$ cat config.mk
export PLATFORM = sky130hd
export DESIGN_NAME = wave_pattern_pixel_generator
export DESIGN_NICKNAME = d
export VERILOG_FILES = /design/src/hdl/wppg_pkg.sv /design/src/hdl/wave_pattern_pixel_generator.sv
export VERILOG_INCLUDE_DIRS = /design/src /design/src/hdl
export SDC_FILE = /design/constraint.sdc
export NUM_CORES = 2
export LEC_CHECK = 0
export BUFFER_PORTS_ARGS = -buffer_cell sky130_fd_sc_hd__buf_2
export CAP_MARGIN = 30
export CORE_UTILIZATION = 50
export CTS_CLUSTER_SIZE = 8
export DETAILED_ROUTE_END_ITERATION = 12
export GPL_TIMING_DRIVEN = 0
export MAX_ROUTING_LAYER = met4
export PLACE_DENSITY = 0.75
export SYNTH_ARGS = -nofsm -noshare
export SYNTH_HDL_FRONTEND = slang
export SYNTH_SLANG_ARGS = --single-unit
$ cat constraint.sdc
create_clock -name clk -period 9.1 [get_ports clk]
set_input_delay 0.455 -clock clk [delete_from_list [all_inputs] [get_ports clk]]
set_output_delay 0.455 -clock clk [all_outputs]
set_load 0.03 [all_outputs]
$ cat src/hdl/wave_pattern_pixel_generator_assert.svh
// ----------------------------------------------------------------------------
// wave_pattern_pixel_generator_assert.svh
// assertion macros used by the plasma pattern generator rtl
// ----------------------------------------------------------------------------
`ifndef WAVE_PATTERN_PIXEL_GENERATOR_ASSERT_SVH
`define WAVE_PATTERN_PIXEL_GENERATOR_ASSERT_SVH

// same-cycle implication, checked outside reset
`define WPPG_ASSERT_NOW(label, ante, cons, msg) \
  label: assert property (@(posedge clk) disable iff (rst) (ante) |-> (cons)) \
    else $error(msg);

// next-cycle implication, checked outside reset
`define WPPG_ASSERT_NEXT(label, ante, cons, msg) \
  label: assert property (@(posedge clk) disable iff (rst) (ante) |=> (cons)) \
    else $error(msg);

`endif

$ cat src/hdl/wppg_pkg.sv
`timescale 1ns / 1ps
// ----------------------------------------------------------------------------
// wppg_pkg
// types, register indexes, divider constants and the triangle wave for the
// plasma pattern generator
// ----------------------------------------------------------------------------
package wppg_pkg;

  // configuration register indexes
  localparam logic [2:0] REG_PATTERN_SEL        = 3'd0;
  localparam logic [2:0] REG_TIME_PHASE         = 3'd1;
  localparam logic [2:0] REG_SOURCE_PHASE_ONE   = 3'd2;
  localparam logic [2:0] REG_SOURCE_PHASE_TWO   = 3'd3;
  localparam logic [2:0] REG_SOURCE_PHASE_THREE = 3'd4;
  localparam logic [2:0] REG_FIELD_WIDTH        = 3'd5;
  localparam logic [2:0] REG_FIELD_HEIGHT       = 3'd6;

  // pattern modes
  localparam logic MODE_FOUR_WAVE = 1'b0;
  localparam logic MODE_SOURCES   = 1'b1;

  // reset values and minimums of the field size
  localparam logic [8:0] FIELD_WIDTH_RESET  = 9'd320;
  localparam logic [7:0] FIELD_HEIGHT_RESET = 8'd240;
  localparam logic [8:0] FIELD_WIDTH_MIN    = 9'd40;
  localparam logic [7:0] FIELD_HEIGHT_MIN   = 8'd30;

  // phase dividers: four time phase waves, then source two and source three rows
  localparam int          NUM_PHASE_DIV = 6;
  localparam logic [3:0]  PHASE_DIVISOR [NUM_PHASE_DIV] =
    '{4'd7, 4'd11, 4'd5, 4'd13, 4'd3, 4'd5};
  // rounded-up 2^16 / divisor, exact for a partial dividend below 4096
  localparam logic [14:0] PHASE_RECIP [NUM_PHASE_DIV] =
    '{15'd9363, 15'd5958, 15'd13108, 15'd5042, 15'd21846, 15'd13108};
  localparam int          PHASE_RECIP_SHIFT = 16;
  // the 32-bit phases are divided one byte per step
  localparam int          PHASE_DIGITS = 4;

  // source position scaling: three x positions, then three y positions
  localparam int          NUM_SCALE   = 6;
  localparam int          SCALE_BITS  = 17;
  // rounded-up 2^25 / 255, exact for a scaled position below 2^17
  localparam logic [17:0] SCALE_RECIP = 18'd131587;
  localparam int          SCALE_SHIFT = 25;

  // number of interference sources and their distance multipliers
  localparam int          NUM_SOURCES = 3;
  localparam logic [7:0]  SOURCE_MUL [NUM_SOURCES] = '{8'd8, 8'd6, 8'd5};

  // reciprocal of three for a sum below 1024
  localparam logic [9:0]  RECIP_THREE = 10'd683;
  localparam int          RECIP_SHIFT = 11;

  // sequencer that derives phases and source positions from the registers
  typedef enum logic [2:0] {
    SEQ_LOAD,
    SEQ_DIV,
    SEQ_MUL,
    SEQ_SCALE,
    SEQ_READY
  } seq_state_t;

  // triangle wave of an 8-bit phase
  function automatic logic [7:0] tri_level(input logic [7:0] p);
    logic [7:0] twice;
    twice = {p[5:0], 1'b0};
    case (p[7:6])
      2'd0:    tri_level = 8'd128 + twice;
      2'd1:    tri_level = 8'd255 - twice;
      2'd2:    tri_level = 8'd127 - twice;
      default: tri_level = twice;
    endcase
  endfunction

endpackage

$ cat src/hdl/wave_pattern_pixel_generator.sv
`timescale 1ns / 1ps
// ----------------------------------------------------------------------------
// wave_pattern_pixel_generator
// plasma pattern: one 8-bit level per cell from four waves or three sources
// ----------------------------------------------------------------------------
// The block takes one pixel item per clock and returns its level through a
// four-stage pipeline (phase arguments and distances, wave arguments,
// triangle sum, average). After reset and after every register write a
// sequencer re-derives the wave phases and source positions: a load step,
// byte-wide long division of the 32-bit phases by 7, 11, 5, 13, 3 and 5
// with a reciprocal multiply per digit, a multiply step and a step dividing
// the scaled positions by 255 with a reciprocal multiply. While it runs,
// pixel_stall is high and cfg_ready is low; otherwise the rate is one item
// per cycle, limited only by level_stall.
// ----------------------------------------------------------------------------
`include "wave_pattern_pixel_generator_assert.svh"

module wave_pattern_pixel_generator
  import wppg_pkg::*;
#(
  parameter int MAX_WIDTH  = 320,
  parameter int MAX_HEIGHT = 240
) (
  input  logic        clk,
  input  logic        rst,
  // configuration writes
  input  logic        cfg_valid,
  output logic        cfg_ready,
  input  logic [2:0]  cfg_index,
  input  logic [31:0] cfg_data,
  // pixel items in
  input  logic        pixel_valid,
  output logic        pixel_stall,
  input  logic [8:0]  pixel_x,
  input  logic [7:0]  pixel_y,
  // level items out
  output logic        level_valid,
  input  logic        level_stall,
  output logic [7:0]  level
);

  // configuration registers
  logic        pattern_sel;
  logic [31:0] time_phase;
  logic [31:0] source_phase [NUM_SOURCES];
  logic [8:0]  field_width;
  logic [7:0]  field_height;

  logic        cfg_write;
  logic        busy;

  assign cfg_write = cfg_valid && cfg_ready;

  always_ff @(posedge clk) begin
    if (rst) begin
      pattern_sel  <= MODE_FOUR_WAVE;
      time_phase   <= '0;
      for (int k = 0; k < NUM_SOURCES; k++) begin
        source_phase[k] <= '0;
      end
      field_width  <= FIELD_WIDTH_RESET;
      field_height <= FIELD_HEIGHT_RESET;
    end else if (cfg_write) begin
      case (cfg_index)
        REG_PATTERN_SEL:        pattern_sel     <= cfg_data[0];
        REG_TIME_PHASE:         time_phase      <= cfg_data;
        REG_SOURCE_PHASE_ONE:   source_phase[0] <= cfg_data;
        REG_SOURCE_PHASE_TWO:   source_phase[1] <= cfg_data;
        REG_SOURCE_PHASE_THREE: source_phase[2] <= cfg_data;
        REG_FIELD_WIDTH:        field_width     <= cfg_data[8:0];
        REG_FIELD_HEIGHT:       field_height    <= cfg_data[7:0];
        default: ;
      endcase
    end
  end

  // field size saturated into its legal range
  logic [8:0] clamp_width;
  logic [7:0] clamp_height;

  always_comb begin
    if (field_width < FIELD_WIDTH_MIN) begin
      clamp_width = FIELD_WIDTH_MIN;
    end else if (32'(field_width) > MAX_WIDTH) begin
      clamp_width = 9'(MAX_WIDTH);
    end else begin
      clamp_width = field_width;
    end
    if (field_height < FIELD_HEIGHT_MIN) begin
      clamp_height = FIELD_HEIGHT_MIN;
    end else if (32'(field_height) > MAX_HEIGHT) begin
      clamp_height = 8'(MAX_HEIGHT);
    end else begin
      clamp_height = field_height;
    end
  end

  // sequencer state
  seq_state_t state;
  seq_state_t state_next;
  logic [1:0] step;
  logic [1:0] step_next;

  always_ff @(posedge clk) begin
    if (rst) begin
      state <= SEQ_LOAD;
      step  <= '0;
    end else begin
      state <= state_next;
      step  <= step_next;
    end
  end

  always_comb begin
    state_next = state;
    step_next  = step;
    case (state)
      SEQ_LOAD: begin
        state_next = SEQ_DIV;
        step_next  = '0;
      end
      SEQ_DIV: begin
        step_next = step + 2'd1;
        if (step == 2'(PHASE_DIGITS - 1)) begin
          state_next = SEQ_MUL;
        end
      end
      SEQ_MUL: begin
        state_next = SEQ_SCALE;
      end
      SEQ_SCALE: begin
        state_next = SEQ_READY;
      end
      SEQ_READY: begin
        if (cfg_write) begin
          state_next = SEQ_LOAD;
        end
      end
      default: state_next = SEQ_LOAD;
    endcase
  end

  assign busy      = (state != SEQ_READY);
  assign cfg_ready = (state == SEQ_READY);

  // phases by byte-wide long division, each digit by a reciprocal multiply
  logic [31:0] dvd_a   [NUM_PHASE_DIV];
  logic [3:0]  rem_a   [NUM_PHASE_DIV];
  logic [7:0]  quo_a   [NUM_PHASE_DIV];
  logic [11:0] part_a  [NUM_PHASE_DIV];
  logic [7:0]  digit_a [NUM_PHASE_DIV];

  always_comb begin
    for (int k = 0; k < NUM_PHASE_DIV; k++) begin
      part_a[k]  = {rem_a[k], dvd_a[k][31:24]};
      digit_a[k] = 8'((24'(part_a[k]) * 24'(PHASE_RECIP[k])) >> PHASE_RECIP_SHIFT);
    end
  end

  // the last digit is the low byte of the quotient
  always_ff @(posedge clk) begin
    for (int k = 0; k < NUM_PHASE_DIV; k++) begin
      if (state == SEQ_LOAD) begin
        if (k < 4) begin
          dvd_a[k] <= time_phase;
        end else if (k == 4) begin
          dvd_a[k] <= source_phase[1];
        end else begin
          dvd_a[k] <= source_phase[2];
        end
        rem_a[k] <= '0;
        quo_a[k] <= '0;
      end else if (state == SEQ_DIV) begin
        dvd_a[k] <= {dvd_a[k][23:0], 8'h00};
        rem_a[k] <= 4'(part_a[k] - 12'(digit_a[k]) * 12'(PHASE_DIVISOR[k]));
        quo_a[k] <= digit_a[k];
      end
    end
  end

  // source position scaling: size times triangle, then divided by 255
  logic [7:0]            tri_src [NUM_SCALE];
  logic [SCALE_BITS-1:0] dvd_b   [NUM_SCALE];
  logic [8:0]            quo_b   [NUM_SCALE];

  always_comb begin
    tri_src[0] = tri_level(source_phase[0][7:0]);
    tri_src[1] = tri_level(source_phase[1][7:0]);
    tri_src[2] = tri_level(source_phase[2][7:0]);
    tri_src[3] = tri_level(source_phase[0][8:1]);
    tri_src[4] = tri_level(quo_a[4]);
    tri_src[5] = tri_level(quo_a[5]);
  end

  always_ff @(posedge clk) begin
    for (int k = 0; k < NUM_SCALE; k++) begin
      if (state == SEQ_MUL) begin
        if (k < NUM_SOURCES) begin
          dvd_b[k] <= SCALE_BITS'(clamp_width) * SCALE_BITS'(tri_src[k]);
        end else begin
          dvd_b[k] <= SCALE_BITS'(clamp_height) * SCALE_BITS'(tri_src[k]);
        end
      end else if (state == SEQ_SCALE) begin
        quo_b[k] <= 9'((35'(dvd_b[k]) * 35'(SCALE_RECIP)) >> SCALE_SHIFT);
      end
    end
  end

  // pipeline flow control: a stage moves when it is empty or the next one moves
  logic v1, v2, v3, v4;
  logic en1, en2, en3, en4;

  assign en4 = !v4 || !level_stall;
  assign en3 = !v3 || en4;
  assign en2 = !v2 || en3;
  assign en1 = !v1 || en2;

  assign pixel_stall = busy || !en1;
  assign level_valid = v4;

  always_ff @(posedge clk) begin
    if (rst) begin
      v1 <= 1'b0;
      v2 <= 1'b0;
      v3 <= 1'b0;
      v4 <= 1'b0;
    end else begin
      if (en1) v1 <= pixel_valid && !busy;
      if (en2) v2 <= v1;
      if (en3) v3 <= v2;
      if (en4) v4 <= v3;
    end
  end

  // stage 1: wave arguments for four-wave mode, distances to sources
  logic [7:0] x8;
  logic [7:0] xy;
  logic [7:0] arg_in [4];
  logic [8:0] dx_in  [NUM_SOURCES];
  logic [7:0] dy_in  [NUM_SOURCES];

  always_comb begin
    x8 = pixel_x[7:0];
    xy = x8 + pixel_y;
    arg_in[0] = {pixel_x[4:0], 3'b000} + quo_a[0];
    arg_in[1] = {pixel_y[4:0], 3'b000} - pixel_y + quo_a[1];
    arg_in[2] = {xy[5:0], 2'b00} + xy + quo_a[2];
    arg_in[3] = {x8[6:0], 1'b0} + x8 + {pixel_y[5:0], 2'b00} + pixel_y + quo_a[3];
    for (int k = 0; k < NUM_SOURCES; k++) begin
      if (pixel_x >= quo_b[k]) begin
        dx_in[k] = pixel_x - quo_b[k];
      end else begin
        dx_in[k] = quo_b[k] - pixel_x;
      end
      if (pixel_y >= quo_b[NUM_SOURCES + k][7:0]) begin
        dy_in[k] = pixel_y - quo_b[NUM_SOURCES + k][7:0];
      end else begin
        dy_in[k] = quo_b[NUM_SOURCES + k][7:0] - pixel_y;
      end
    end
  end

  logic [7:0] s1_arg [4];
  logic [8:0] s1_dx  [NUM_SOURCES];
  logic [7:0] s1_dy  [NUM_SOURCES];

  always_ff @(posedge clk) begin
    if (en1) begin
      s1_arg <= arg_in;
      s1_dx  <= dx_in;
      s1_dy  <= dy_in;
    end
  end

  // stage 2: select the triangle arguments of the active mode
  logic [7:0] dist8  [NUM_SOURCES];
  logic [7:0] arg_s2 [4];

  always_comb begin
    for (int k = 0; k < NUM_SOURCES; k++) begin
      dist8[k] = s1_dx[k][7:0] + s1_dy[k];
      if (pattern_sel == MODE_SOURCES) begin
        arg_s2[k] = 8'(dist8[k] * SOURCE_MUL[k]) + source_phase[k][7:0];
      end else begin
        arg_s2[k] = s1_arg[k];
      end
    end
    arg_s2[3] = s1_arg[3];
  end

  logic [7:0] s2_arg [4];

  always_ff @(posedge clk) begin
    if (en2) begin
      s2_arg <= arg_s2;
    end
  end

  // stage 3: sum of the triangle levels
  logic [9:0] sum_s3;
  logic [7:0] last_wave;

  always_comb begin
    last_wave = (pattern_sel == MODE_FOUR_WAVE) ? tri_level(s2_arg[3]) : 8'd0;
    sum_s3 = 10'(tri_level(s2_arg[0])) + 10'(tri_level(s2_arg[1]))
           + 10'(tri_level(s2_arg[2])) + 10'(last_wave);
  end

  logic [9:0] s3_sum;

  always_ff @(posedge clk) begin
    if (en3) begin
      s3_sum <= sum_s3;
    end
  end

  // stage 4: average, by four as a shift or by three as a reciprocal multiply
  logic [19:0] third_prod;
  logic [7:0]  level_next;

  always_comb begin
    third_prod = 20'(s3_sum) * 20'(RECIP_THREE);
    if (pattern_sel == MODE_SOURCES) begin
      level_next = third_prod[RECIP_SHIFT +: 8];
    end else begin
      level_next = s3_sum[9:2];
    end
  end

  always_ff @(posedge clk) begin
    if (en4) begin
      level <= level_next;
    end
  end

  // no pixel is taken while phases and positions are being derived
  `WPPG_ASSERT_NOW(busy_blocks_pixels, busy, pixel_stall, "pixel item taken while busy")
  // every register write restarts the derivation
  `WPPG_ASSERT_NEXT(write_restarts_seq, cfg_write, state == SEQ_LOAD, "write did not restart")
  // a stalled level item stays put
  `WPPG_ASSERT_NEXT(level_held, level_valid && level_stall,
                    level_valid && $stable(level), "level item changed while stalled")
  // the sum of three sources never exceeds three full levels
  `WPPG_ASSERT_NOW(source_sum_bound, v3 && pattern_sel == MODE_SOURCES,
                   s3_sum <= 10'd765, "source sum out of range")

endmodule
After elaboration in Yosys (flattened, before gate mapping)
Memory sizes are Yosys's and may differ from the RTL's.
Cells that the tools add are included.
Widths: inputs -> output; s select.
{ "totals": {"register_bits": 183, "ramBits": 516, "input_bits": 57, "out_inout_bits": 11, "word_cells": 298, "memories": 6} }
{ "mem_list": {"columns": ["name", "depth", "word_bits", "read_ports", "rd_ports_with_merged_regs", "write_ports", "line_no", "rtl"], "rows": [
  ["dvd_a", 6, 32, 6, 0, 6, "wave_pattern_pixel_generator.sv:147", "logic [31:0] dvd_a [NUM_PHASE_DIV];"],
  ["dvd_b", 6, 17, 6, 0, 6, "wave_pattern_pixel_generator.sv:183", "logic [SCALE_BITS-1:0] dvd_b [NUM_SCALE];"],
  ["source_phase", 3, 32, 3, 0, 3, "wave_pattern_pixel_generator.sv:45", "logic [31:0] source_phase [NUM_SOURCES];"],
  ["quo_b", 6, 9, 6, 0, 6, "wave_pattern_pixel_generator.sv:184", "logic [8:0] quo_b [NUM_SCALE];"],
  ["quo_a", 6, 8, 6, 0, 6, "wave_pattern_pixel_generator.sv:149", "logic [7:0] quo_a [NUM_PHASE_DIV];"],
  ["rem_a", 6, 4, 6, 0, 6, "wave_pattern_pixel_generator.sv:148", "logic [3:0] rem_a [NUM_PHASE_DIV];"]
]} }
{ "classes": {"add_sub_neg": 68, "n_mul": 27, "order_cmp": 10, "eq_ne": 34, "mux": 74, "bitwise": 21, "reduce_logical": 32} }
{ "ops": {"columns": ["cell", "n"], "rows": [
  ["$mux 32", 9],
  ["$pmux 8 s3", 10],
  ["$mul 17x18->34 const B", 6],
  ["$mux 8", 17],
  ["$add 8x8->8", 14],
  ["$add 8x7->8 const A", 10],
  ["$sub 7x7->8 const A", 10],
  ["$sub 8x7->8 const A", 10],
  ["$sub 8x8->8", 9],
  ["$mul 9x8->17", 3],
  ["$mul 8x8->16", 3],
  ["$mul 12x12->23 const B", 2],
  ["$mul 12x12->22 const B", 2],
  ["$ge 9x9->1", 3],
  ["$ge 8x8->1", 3],
  ["$mul 12x14->24 const B", 1],
  ["$mul 8x3->4 const B", 3],
  ["$mux 1", 24],
  ["$mux 4", 6],
  ["$sub 4x4->4", 6],
  ["$mul 12x14->23 const B", 1],
  ["$eq 2x2->1 const B", 11],
  ["$or 1x1->1", 21],
  ["$eq 2x1->1 const B", 10],
  ["33 further kinds", 72]
]} }

Longest topological paths before layout
{ "depth": {"word_depth": 7, "ltp_mapped": 30, "ltp_nobuf": 30} }

Worst setup path after synthesis
Ideal clock, no wire load.
{ "synth_timing": {"kind": "register -> register", "startpoint": "memory dvd_a[0][26]", "endpoint": "memory rem_a[1][3], data pin", "setup_ns": 0.266, "arrival_ns": 6.552, "required_ns": 8.834, "slack_ns": 2.282, "path_stages_with_launch": 27, "path_buffers": 0, "path_cell_list": "edfxtp_1 ha_1 inv_1 fa_1 fa_1 inv_1 fa_1 inv_1 fa_1 inv_1 ha_1 a211oi_1 o211a_1 nor2_1 xnor2_1 inv_1 ha_1 inv_1 fa_1 ha_1 a21o_1 a21oi_1 xnor2_1 xnor2_1 xnor2_1 xnor2_1 nor2_1"} }
{ "synth_rtl": {"columns": ["element", "line_no"], "rows": [
  ["start: declaration", "wave_pattern_pixel_generator.sv:147"],
  ["end: declaration", "wave_pattern_pixel_generator.sv:148"]
]} }

==> metrics.yaml <==
global_routing:
  antenna_found_initial: 21
  overflow: 0
  grt_max_degree: 55
  globalRouteTotalUtil_pct: 24.5
  grt_pass1_wl_um: 257000
  grt_pass1_vias: 48500
cells_and_area:
  seq_area_um2: 16500
  final_cells: 8615
  nNetsFinal: 8951
  final_util_pct: 54.6
  drive_above_1_share_pct: 3.92
  final_cell_area_um2: 73100
  multi_input_area_um2: 46100
  area_delta_synth_final_pct: 7.98
  fillers: 11400
pwr:
  seqPwrFrac_pct: 16.0
  vdd_ir_drop_max_mv: 0.673
  switchingPower_mw: 12.5
  p_leak_nw: 37.6
  clkPwrFrac_pct: 10.7
  comb_power_share_pct: 73.3
  internal-power_mw: 14.5
  swShare_pct: 46.2
  pwr_density_cell_nw_per_um2: 370
floorplanning:
  die_y_um: 370
  die_w_um: 370
  top_level_ports: 68
  core_um2: 134000
  dieArea_um2: 137000
  rows: 134
  initial_core_util_pct: 50.6
synth:
  synthTopCellsByArea: "ha_1 (27%), edfxtp_1 (22%), fa_1 (18%)"
  syn-num-nets: 8781
  async_reset_ff_share_pct: 0
  yosysTopAreaCellShare_pct: 27.5
  synthCells: 6617
  synth_top_cell_by_area: "ha_1"
  synth_edf_count: 505
  ys_seq_area_share_pct: 24.4
  netlist_area_um2: 67700
  ys.flop_type: "edfxtp_1"
  ys_warn_count: 0
  synth.distinct_cells: 77
  syn_avg_cell_area_um2: 10.2
  synth_seq_cells: 572
timing:
  fmax_mhz: 123
  post-route-min-period_ns: 8.11
  slew_violations: 0
  setup_viol: 0
  rsz0062_at_grt: "false"
  worst_slew_pin_slew_ns: 1.04
  fin_setup_tns_ns: 0
  relSlewSlack_pct: 30.8
  finalHoldViolations: 0
  period_share_pct: 89.1
  clock_skew_ns: 0.0492
detailed_routing:
  ant_nets: 0
  viasPerCell: 5.41
  vias: 46600
  drt_pre_antenna_iters: 10
  wl_um: 159000
  wl_per_cell_um: 18.5
  drc_errors: 12
  drtIter0Drc: 3286
clock_network:
  cts.htree.levels: 3
  clk_latency_ns: 0.67
  cts_setup_buffers: 0
  clkSinkCount: 572
  cts_resized: 0
  postCtsHoldBufs: 0
  tritoncts.num_buffers: 82
  clk_pin_slew_ns: 0.05
  root_buffer: "clkbuf_16"
  clk_path_buf_depth: 3
  cts_tree: "built"
min_path:
  hold_path.class: "in -> reg"
  holdPathStages: 3
placed_design:
  io_buffers: 66
  dp_hpwl_um: 132000
  dp.cells: 8469
  globalplace.congestion: 0.966
  placed_cell_area_um2: 70600
worst_setup_path:
  crit_path_top_delay_cell: "edfxtp_1"
  reg2reg_depth: 25
  cpPeakStageDelay_ns: 1.01
  crit_path_end_kind: "flip-flop"
  critPathLaunchType: "flip-flop"
  critPathKind: "reg -> reg"
  crit_required_ns: 9.46
  cp.arrival_ns: 8.47
  critical_path.max_fanout: 13
run:
  cap_violations: 0
outcome:
  violations: "DRC"
  status: "finished, violations left"
cells in the final DEF (no fill, tap or decap), types with 14 or more instances in the layout:
| cell | n |
|---|---|
| a211o_1 | 15 |
| a211oi_1 | 14 |
| a21boi_0 | 14 |
| a21o_1 | 88 |
| a21oi_1 | 246 |
| a31o_2 | 14 |
| a31oi_1 | 25 |
| and2_1 | 128 |
| and3_1 | 26 |
| buf_2 | 68 |
| clkbuf_1 | 138 |
| clkbuf_16 | 82 |
| dfxtp_1 | 67 |
| edfxtp_1 | 505 |
| fa_1 | 622 |
| ha_1 | 1485 |
| inv_1 | 1257 |
| mux2_2 | 26 |
| mux2i_1 | 71 |
| nand2_1 | 512 |
| nand2b_1 | 45 |
| nand3_1 | 53 |
| nand4_1 | 20 |
| nor2_1 | 450 |
| nor2b_1 | 52 |
| nor3_1 | 39 |
| o21a_1 | 40 |
| o21ai_0 | 131 |
| o21ai_1 | 14 |
| o21bai_1 | 42 |
| or2_2 | 35 |
| or3_1 | 16 |
| xnor2_1 | 252 |
| xor2_1 | 83 |
through the flow:
step,hold WS (ns),setup slack (ns),total power [mW]
6_report,0.0379,0.991,27.0
5_1_grt,0.0442,0.609,30.0
4_1_cts,0.0101,0.939,27.1
3_5_place_dp,0.406,0.984,24.0
3_3_place_gp,0.404,0.631,23.1
2_1_floorplan,0.400,2.28,19.5
power by group through the flow:
stage	clock [mW]	sequential (mW)	combinational, mW
after global placement	0	4.36	18.8
after CTS	2.91	4.32	19.9
after global routing	3.01	4.36	22.6
final	2.88	4.33	19.8
after floorplan	0	4.24	15.2
after detailed placement	0	4.36	19.6
synthesized netlist by cell type (26+ instances only):
library cell,count
a21o_1,88
a21oi_1,246
and2_1,128
and3_1,26
clkbuf_1,98
dfxtp_1,67
edfxtp_1,505
fa_1,622
ha_1,1485
inv_1,1257
mux2_2,26
mux2i_1,71
nand2_1,512
nand2b_1,46
nand3_1,54
nor2_1,451
nor2b_1,52
nor3_1,39
o21a_1,40
o21ai_0,131
o21bai_1,42
or2_2,35
xnor2_1,252
xor2_1,83
metal layers:
layer | GRT usage, % | wire length (um) | up-vias
met5 | - | 0 | -
met4 | 7.27 | 4700 | 0
met3 | 2.95 | 10800 | 265
met2 | 40.1 | 75500 | 1384
met1 | 31.9 | 68400 | 22800
li1 | - | - | 22200
path summary, 6_finish.rpt:
check,from,end,slack [ns]
min reg2reg,arg_s2[1],s2_arg[1],0.41
max reg2reg,dvd_a[0][28],rem_a[1][3],0.99
min,pixel_valid,v1,0.04
max,dvd_a[0][28],rem_a[1][3],0.99
critical path: cells and delay by family (launching register included):
| kind | cells | cell delay (ns) |
|---|---|---|
| AO/OA/AOI/OAI | 5 | 1.13 |
| XOR/XNOR | 5 | 1.03 |
| adder cells (fa/ha/maj) | 9 | 3.79 |
| buffers and inverters | 4 | 0.67 |
| flip-flops | 1 | 1.01 |
| AND/OR/NAND/NOR | 2 | 0.17 |
cell type report:
class,count,area share (%)
repair buffers,86,1.02
multi-input cells,4684,63.0
clock buffers,124,3.04
inverters,1257,6.46
clock inverters,8,0.224
plain buffers,104,0.543
diodes,12,0.0411
well taps,1768,3.03
flip-flops and latches,572,22.6
flip-flops by register name, summed over array words and instances (netlist names), 10 cells and up:
name / cells
dvd_b: 99
dvd_a: 96
source_phase: 73
quo_b: 51
quo_a: 48
s2_arg: 32
time_phase: 32
rem_a: 24
s1_arg: 24
s1_dx: 20
s1_dy: 20
s3_sum: 10
cell families (layout without fill, tap and decap cells):
kind of cell	count (synthesis)	in the layout	synth area share, %
other	0	12	0
and+or+nand+nor	1416	1416	9.46
xor gates and xnor gates	339	339	4.44
buffers and inverters	1361	1579	7.56
DFF	572	572	24.4
muxes	97	97	1.48
AOI/OAI and AO/OA	725	725	6.79
adders and majority gates	2107	2107	45.9
Note: power is estimated with default switching activity, not from simulation.
